===== config.mk =====
export PLATFORM = sky130hd
export DESIGN_NAME = multiset_match_store
export DESIGN_NICKNAME = d
export VERILOG_FILES = /design/src/design/mms_pkg.sv /design/src/design/mms_cell.sv /design/src/design/multiset_match_store.sv
export SDC_FILE = /design/constraint.sdc
export NUM_CORES = 2
export LEC_CHECK = 0
export BUFFER_PORTS_ARGS = -buffer_cell sky130_fd_sc_hd__buf_2
export CAP_MARGIN = 20
export CORE_ASPECT_RATIO = 1.25
export CORE_MARGIN = 2
export CORE_UTILIZATION = 50
export CTS_CLUSTER_SIZE = 16
export DETAILED_ROUTE_END_ITERATION = 12
export PLACE_DENSITY = 0.66
export SYNTH_ARGS = -nofsm -noshare
export SYNTH_HDL_FRONTEND = slang
export SYNTH_SLANG_ARGS = --single-unit
export TNS_END_PERCENT = 20

===== constraint.sdc =====
create_clock -name i_clk -period 21.4 [get_ports i_clk]
set_clock_uncertainty 0.15 [all_clocks]
set_input_delay 2.14 -clock i_clk [delete_from_list [all_inputs] [get_ports i_clk]]
set_output_delay 2.14 -clock i_clk [all_outputs]
set_load 0.05 [all_outputs]

===== src/design/mms_pkg.sv =====
package mms_pkg;

    localparam logic [1:0] OP_INSERT    = 2'd0;
    localparam logic [1:0] OP_ERASE_ALL = 2'd1;
    localparam logic [1:0] OP_ERASE_ONE = 2'd2;
    localparam logic [1:0] OP_COUNT     = 2'd3;

    localparam int FIELD_W = 5;

    typedef struct packed {
        logic       vld;
        logic [1:0] op;
        logic       placed;
        logic       found;
    } t_ctl;

endpackage


===== src/design/mms_cell.sv =====
module mms_cell #(
    parameter int VALUE_WIDTH = 32,
    parameter int CNT_W       = 5
) (
    input  logic                   i_clk,
    input  logic                   i_rst_n,
    input  logic                   i_en,
    input  mms_pkg::t_ctl          i_ctl,
    input  logic [VALUE_WIDTH-1:0] i_key,
    input  logic [CNT_W-1:0]       i_cnt,
    output mms_pkg::t_ctl          o_ctl,
    output logic [VALUE_WIDTH-1:0] o_key,
    output logic [CNT_W-1:0]       o_cnt
);
    import mms_pkg::*;

    logic [VALUE_WIDTH-1:0] r_val;
    logic [VALUE_WIDTH-1:0] n_val;
    logic                   r_valid;
    logic                   n_valid;
    t_ctl                   r_ctl;
    t_ctl                   n_ctl;
    logic [VALUE_WIDTH-1:0] r_key;
    logic [CNT_W-1:0]       r_cnt;
    logic [CNT_W-1:0]       n_cnt;
    logic                   w_match;

    assign w_match = r_valid && (r_val == i_key);

    always_comb begin
        n_val   = r_val;
        n_valid = r_valid;
        n_ctl   = i_ctl;
        n_cnt   = i_cnt;
        if (i_ctl.vld) begin
            case (i_ctl.op)
                OP_INSERT: begin
                    if (!i_ctl.placed && !r_valid) begin
                        n_val        = i_key;
                        n_valid      = 1'b1;
                        n_ctl.placed = 1'b1;
                    end
                end
                OP_ERASE_ALL: begin
                    if (w_match) begin
                        n_valid = 1'b0;
                        n_cnt   = i_cnt + CNT_W'(1);
                    end
                end
                OP_ERASE_ONE: begin
                    if (w_match && !i_ctl.found) begin
                        n_valid     = 1'b0;
                        n_ctl.found = 1'b1;
                    end
                end
                OP_COUNT: begin
                    if (w_match) begin
                        n_cnt = i_cnt + CNT_W'(1);
                    end
                end
                default: begin
                end
            endcase
        end
    end

    always_ff @(posedge i_clk) begin
        if (!i_rst_n) begin
            r_valid <= 1'b0;
            r_ctl   <= '0;
        end else if (i_en) begin
            r_valid <= n_valid;
            r_ctl   <= n_ctl;
        end
    end

    always_ff @(posedge i_clk) begin
        if (i_en) begin
            r_val <= n_val;
            r_key <= i_key;
            r_cnt <= n_cnt;
        end
    end

    assign o_ctl = r_ctl;
    assign o_key = r_key;
    assign o_cnt = r_cnt;

endmodule


===== src/design/multiset_match_store.sv =====
// Bounded multiset of CAPACITY values. Each item carries an opcode (insert,
// erase all copies, erase one copy, count copies) and a value, and yields one
// result with the copies removed or counted, an erase-one found flag, the
// occupancy after the command and a full-store reject status. The store is a
// row of CAPACITY cells; a command walks the row one cell per cycle unless the
// row holds; its result is registered behind the last cell. Commands follow
// each other down the row, so one item is accepted per cycle while the result
// side keeps taking results. The whole row holds while a result waits.
module multiset_match_store #(
    parameter int CAPACITY    = 16,
    parameter int VALUE_WIDTH = 32
) (
    input  logic        i_clk,
    input  logic        i_rst_n,
    input  logic        s_axis_tvalid,
    output logic        s_axis_tready,
    input  logic [31:0] s_axis_tdata,   // [31:0] item_value
    input  logic [1:0]  s_axis_tuser,   // [1:0] opcode
    output logic        m_axis_tvalid,
    input  logic        m_axis_tready,
    output logic [15:0] m_axis_tdata    // [4:0] matched_count, [5] found,
                                        // [10:6] occupancy, [11] status
);
    import mms_pkg::*;

    localparam int CNT_W = $clog2(CAPACITY + 1);

    t_ctl                   w_ctl [CAPACITY+1];
    logic [VALUE_WIDTH-1:0] w_key [CAPACITY+1];
    logic [CNT_W-1:0]       w_cnt [CAPACITY+1];

    logic                   w_en;
    logic                   r_out_valid;
    logic [FIELD_W-1:0]     r_matched;
    logic                   r_found;
    logic [FIELD_W-1:0]     r_occ;
    logic                   r_status;
    logic [CNT_W-1:0]       r_held;
    logic [CNT_W-1:0]       n_held;
    logic                   w_status;
    t_ctl                   w_last;

    assign w_en          = !r_out_valid || m_axis_tready;
    assign s_axis_tready = w_en;

    always_comb begin
        w_ctl[0]        = '0;
        w_ctl[0].vld    = s_axis_tvalid && w_en;
        w_ctl[0].op     = s_axis_tuser;
        w_ctl[0].placed = 1'b0;
        w_ctl[0].found  = 1'b0;
    end
    assign w_key[0] = VALUE_WIDTH'(s_axis_tdata);
    assign w_cnt[0] = '0;

    for (genvar g = 0; g < CAPACITY; g++) begin : g_cell
        mms_cell #(
            .VALUE_WIDTH (VALUE_WIDTH),
            .CNT_W       (CNT_W)
        ) u_cell (
            .i_clk   (i_clk),
            .i_rst_n (i_rst_n),
            .i_en    (w_en),
            .i_ctl   (w_ctl[g]),
            .i_key   (w_key[g]),
            .i_cnt   (w_cnt[g]),
            .o_ctl   (w_ctl[g+1]),
            .o_key   (w_key[g+1]),
            .o_cnt   (w_cnt[g+1])
        );
    end

    assign w_last = w_ctl[CAPACITY];

    always_comb begin
        n_held   = r_held;
        w_status = 1'b0;
        case (w_last.op)
            OP_INSERT: begin
                if (w_last.placed) begin
                    n_held = r_held + CNT_W'(1);
                end else begin
                    w_status = 1'b1;
                end
            end
            OP_ERASE_ALL: n_held = r_held - w_cnt[CAPACITY];
            OP_ERASE_ONE: begin
                if (w_last.found) begin
                    n_held = r_held - CNT_W'(1);
                end
            end
            default: n_held = r_held;
        endcase
    end

    always_ff @(posedge i_clk) begin
        if (!i_rst_n) begin
            r_out_valid <= 1'b0;
            r_held      <= '0;
        end else if (w_en) begin
            r_out_valid <= w_last.vld;
            if (w_last.vld) begin
                r_held <= n_held;
            end
        end
    end

    always_ff @(posedge i_clk) begin
        if (w_en && w_last.vld) begin
            r_matched <= FIELD_W'(w_cnt[CAPACITY]);
            r_found   <= w_last.found;
            r_occ     <= FIELD_W'(n_held);
            r_status  <= w_status;
        end
    end

    assign m_axis_tvalid = r_out_valid;
    assign m_axis_tdata  = {4'b0, r_status, r_occ, r_found, r_matched};

endmodule


# After elaboration in Yosys (flattened, before gate mapping)
# Cells that the tools add are included.
[classes] eq_ne=112 reduce_logical=179 addsub=18 muxes=192 bitwise_logic=1
[ops] operator="32-bit == test" n=16
[ops] operator="5-bit 2-to-1 mux" n=47
[ops] operator="1-bit 2-to-1 mux" n=112
[ops] operator="2-bit by 1-bit != test with 1-bit output (second input constant)" n=46
[ops] operator="6-bit AND reduction" n=15
[ops] operator="5-bit by 1-bit adder with 5-bit output (second input constant)" n=16
[ops] operator="4-bit AND reduction" n=17
[ops] operator="2-bit == test (second input constant)" n=33
[ops] operator="1-bit logical AND" n=48
[ops] operator="1-bit zero test" n=46
[ops] operator="1-bit one-hot mux with 3 select lines" n=15
[ops] operator="3-bit nonzero test" n=15
[ops] operator="2-bit by 1-bit == test with 1-bit output (second input constant)" n=17
[ops] operator="2-bit zero test" n=17
[ops] operator="2-bit OR reduction" n=17
[ops] operator="2-bit 2-to-1 mux" n=16
[ops] operator="5-bit one-hot mux with 3 select lines" n=1
[ops] operator="5-bit by 1-bit subtractor with 5-bit output (second input constant)" n=1
[ops] operator="5-bit subtractor" n=1
[ops] operator="2-bit AND reduction" n=2
[ops] operator="1-bit one-hot mux with 2 select lines" n=1
[ops] operator="2-bit nonzero test" n=1
[ops] operator="1-bit logical OR" n=1
[ops] operator="1-bit inverter" n=1
[word_totals] regBits=1186 input_bits=38

# Depth between registers and ports, before layout
[depth] depth_word=6 depth_mapped=9

# By module
# From an unflattened synthesis, not the netlist that was laid out.
[hier_totals] hier_cells=2877 hier_area_um2=48054.8
[modules_own_cells] module="mms_cell (g_cell[1].u_cell ...)" instances=9 cells_per_inst=176 seq_area_each_um2=2192.1 area_each_um2=2952.8
[modules_own_cells] module="mms_cell (g_cell[0].u_cell ...)" instances=6 cells_per_inst=166 seq_area_each_um2=2192.1 area_each_um2=2887.8
[modules_own_cells] module="mms_cell (g_cell[15].u_cell)" instances=1 cells_per_inst=178 seq_area_each_um2=2192.1 area_each_um2=2969.1
[modules_own_cells] module="multiset_match_store" instances=1 cells_per_inst=119 seq_area_each_um2=480.5 area_each_um2=1183.6

# Worst setup path before layout
# No wires, ideal clock.
[synth_timing] path_kind="input to output" startpoint="in m_axis_tready" endpoint="out s_axis_tready" stages=5 slack_ps=1044 n_path_buf=3 arrival_ps=18066 t_required_ps=19110 path_cell_list="nor2b_1 > clkbuf_1 > inv_1 > clkbuf_1 > buf_1"
[synth_between] elab_chain_len=1
[synth_lines] item="from (decl)" line="multiset_match_store.sv:20" rtl="input logic m_axis_tready,"
[synth_lines] item="1-bit logical OR" line="multiset_match_store.sv:43" rtl="assign w_en = !r_out_valid || m_axis_tready;"
[synth_lines] item="to (decl)" line="multiset_match_store.sv:16" rtl="output logic s_axis_tready,"
# Every way passes these cells.

# Final worst setup path
# Same ends and word-level chain as after synthesis.

==> results.py <==
metrics = {
    "sta": {
        "hold_violations": 0,
        "layout_setup_ws_ns": 15.60,
        "period_share": 0.2712,
        "rsz0062_at_grt": "false",
        "tightest_slew_ns": 1.099,
        "setup_tns_ns": 0,
        "fmax_ghz": 0.1723,
        "slew_headroom": 0.2606,
        "slew_viol_final": 0,
        "setup_viol": 0,
        "layout_min_cycle_time_ns": 5.804,
    },
    "worst_setup_path": {
        "path_cells": "buf_2 > nor2b_4 > buf_4 > inv_8 > buf_2",
        "max_stage_delay_ns": 0.50,
        "r2r-start": "m_axis_tvalid$_SDFFE_PN0N_",
        "start_kind": "primary input",
        "criticalPathCategory": "primary input to primary output",
        "path_max_fanout": 98,
        "critical_path_required_ns": 19.11,
        "slowest_stage": "inv_8",
        "worst_setup_path_end_kind": "primary output",
        "r2r_setup_slack_ns": 17.35,
        "rr_endpoint": "g_cell[15].u_cell.r_valid$_SDFFE_PN0P_",
        "cpMostUsedCell": "buf_2",
        "cp.arrival_ns": 3.51,
        "ff2ff_path_depth": 10,
    },
    "synthesis": {
        "synth_area_per_cell_sq_um": 16.55,
        "ys_types": 68,
        "synth_edf_count": 1074,
        "syn_inst": 2739,
        "ys.warnings.count": 0,
        "synth_ff_type": "edfxtp_1",
        "ys_ff_latch": 1176,
        "seq_area_frac_synth": 0.7566,
        "async_flop_share": 0,
        "netlist_area_sq_um": 45320,
    },
    "drt": {
        "routed_via_density": 5.302,
        "route.detailed.drc": 0,
        "final_antenna_net_count": 0,
        "routedWlPerCell_um": 19.92,
        "firstDrtPassIters": 6,
        "totalWireLength_um": 82920,
        "routed-via-count": 22071,
        "drtIter0Drc": 1705,
    },
    "layout": {
        "mostFrequentLayoutCells": "1074 x edfxtp_1, 339 x xor2_1, 208 x xnor2_1",
        "nNetsFinal": 3025,
        "antennaDiodeCount": 0,
        "layout_commonest_cell": "edfxtp_1",
        "area_growth_pct": 11.88,
        "utilization": 0.5642,
        "drive_gt1_frac": 0.09442,
    },
    "power_and_ir_drop": {
        "p_per_area_nw_per_um2": 90.28,
        "power.static_leakage_uw": 0.01763,
        "vdd_ir_drop_max_uv": 71.93,
    },
    "floorplan": {
        "fp-row-count": 123,
        "die-area_sq_um": 93090,
        "die_w_um": 273.3,
        "die_y_um": 340.6,
        "start_util": 0.5043,
        "io_pins": 56,
        "core_sq_um": 89880,
    },
    "run_status": {
        "status": "finished clean",
    },
    "job": {
        "maxCapViolations": 0,
    },
    "worst_hold_path": {
        "min_to": "g_cell[15].u_cell.r_val[30]$_DFFE_PP_",
        "holdPathStages": 0,
        "worstHoldStart": "g_cell[14].u_cell.o_key[30]$_DFFE_PN_",
        "hold_path.class": "register to register",
    },
    "cts": {
        "cts_hold_buf": 0,
        "path_clk_slew_ns": 0.06,
        "post_cts_buffers": 0,
        "cts_buffers": 108,
        "clk_path_buf_depth": 3,
        "cts-resized-gates": 0,
        "clock_latency_ns": 0.67,
        "cts_sinks": 1176,
        "h-tree-depth": 3,
        "cts_tree": "done",
        "root_buffer": "clkbuf_16",
    },
    "grt": {
        "grt_overflow_total": 0,
        "gr-usage-all-layers": 0.1793,
        "grt_pass1_wl_um": 129200,
        "grt_max_degree": 167,
        "grt_pass1_vias": 22810,
        "antenna_found_initial": 0,
    },
    "place": {
        "port_buffers": 51,
        "post-place-ws_ns": 15.53,
        "gp_congestion": 0.8234,
        "hpwl_um": 57990,
    },
}
==> worst max path at each step <==
stage | from | slack [ns] | cells after the start | to
2_1_floorplan | m_axis_tready | 1.04 | 5 | s_axis_tready
3_3_place_gp | m_axis_tready | 15.51 | 11 | g_cell[15].u_cell.r_valid$_SDFFE_PN0P_
3_5_place_dp | m_axis_tready | 15.53 | 11 | g_cell[15].u_cell.r_valid$_SDFFE_PN0P_
4_1_cts | m_axis_tready | 15.58 | 5 | s_axis_tready
5_1_grt | m_axis_tready | 15.51 | 5 | s_axis_tready
6_report | m_axis_tready | 15.60 | 5 | s_axis_tready
==> layout make-up <==
cell class / count / area [sq um]
flip-flops and latches: 1176 / 34290
repair buffers: 79 / 498.0
inverters: 75 / 289.0
clock inverters: 67 / 603.1
fillers: 6871 / 39170
clock buffers: 132 / 2864
well taps: 1187 / 1485
multi-input cells: 1447 / 10670
==> cells in the mapped netlist (5+ instances only) <==
cell type,count,area share
edfxtp_1,1074,0.71
xor2_1,339,0.066
xnor2_1,208,0.040
nand2_1,163,0.013
dfxtp_1,102,0.045
ha_1,99,0.027
nor4_1,94,0.013
a21oi_1,79,0.0087
inv_1,73,0.0060
nand4_1,72,0.0099
nor2_1,69,0.0057
o21ai_0,66,0.0073
nor3_1,58,0.0064
clkbuf_1,36,0.0030
nand3_1,26,0.0029
mux2_2,15,0.0037
and2_1,13,0.0018
a31oi_1,11,0.0015
nand4b_1,10,0.0019
or4_1,7,0.0012
and4b_1,6,0.0013
buf_4,6,0.00099
nor2b_1,6,0.00083
o21a_1,6,0.00099
and3_1,5,0.00069
mux2i_1,5,0.0011
nor3b_1,5,0.00083
o211ai_1,5,0.00083
==> state kept, by name (all words and copies together) (netlist names) <==
register,flops
g_cell.u_cell.r_valid,16
r_status,1
g_cell.u_cell.r_val,512
g_cell.u_cell.o_key,480
m_axis_tvalid,1
r_matched,5
g_cell.u_cell.o_cnt,70
r_held,5
g_cell.u_cell.o_ctl,80
r_found,1
r_occ,5
==> cell families after synthesis <==
group / count (synthesis) / share of synthesized area
XOR/XNOR: 547 / 0.1057
buffers and inverters: 119 / 0.01035
other: 1 / 0.00008274
multiplexers: 22 / 0.005411
AO/OA/AOI/OAI: 215 / 0.02846
adder cells (fa/ha/maj): 100 / 0.02777
flip-flops: 1176 / 0.7566
AND/OR/NAND/NOR: 559 / 0.06559
==> where the power goes <==
part,switching (uW),internal [uW],total [uW]
logic,39.4,37.2,76.6
clock network,813,1060,1870
registers,63.8,2560,2630
total,916,3660,4580
==> metal layers <==
layer,up-vias,share of wire,track usage
li1,10484,-,-
met1,11101,0.37,0.1979
met2,345,0.58,0.3495
met3,141,0.028,0.02519
met5,-,0,0
met4,0,0.024,0.05749
==> stage by stage <==
stage          power, uW  std cells  hold slack (ns)  instance area, sq um
3_5_place_dp        2757       3963           0.3063                 47210
4_1_cts             4627       4162           0.3209                 50680
3_3_place_gp        2751       3963           0.3027                 47210
2_1_floorplan       2703       2742           0.2764                 45330
6_report            4578       4163           0.3207                 50710
5_1_grt             4726       4163           0.3312                 50710
==> worst max-delay path: cells and delay by family <==
kind / cells / cell delay (ns)
simple gates: 1 / 0.03
buf+inv: 4 / 1.26
Power figures use the tool's default switching activity.
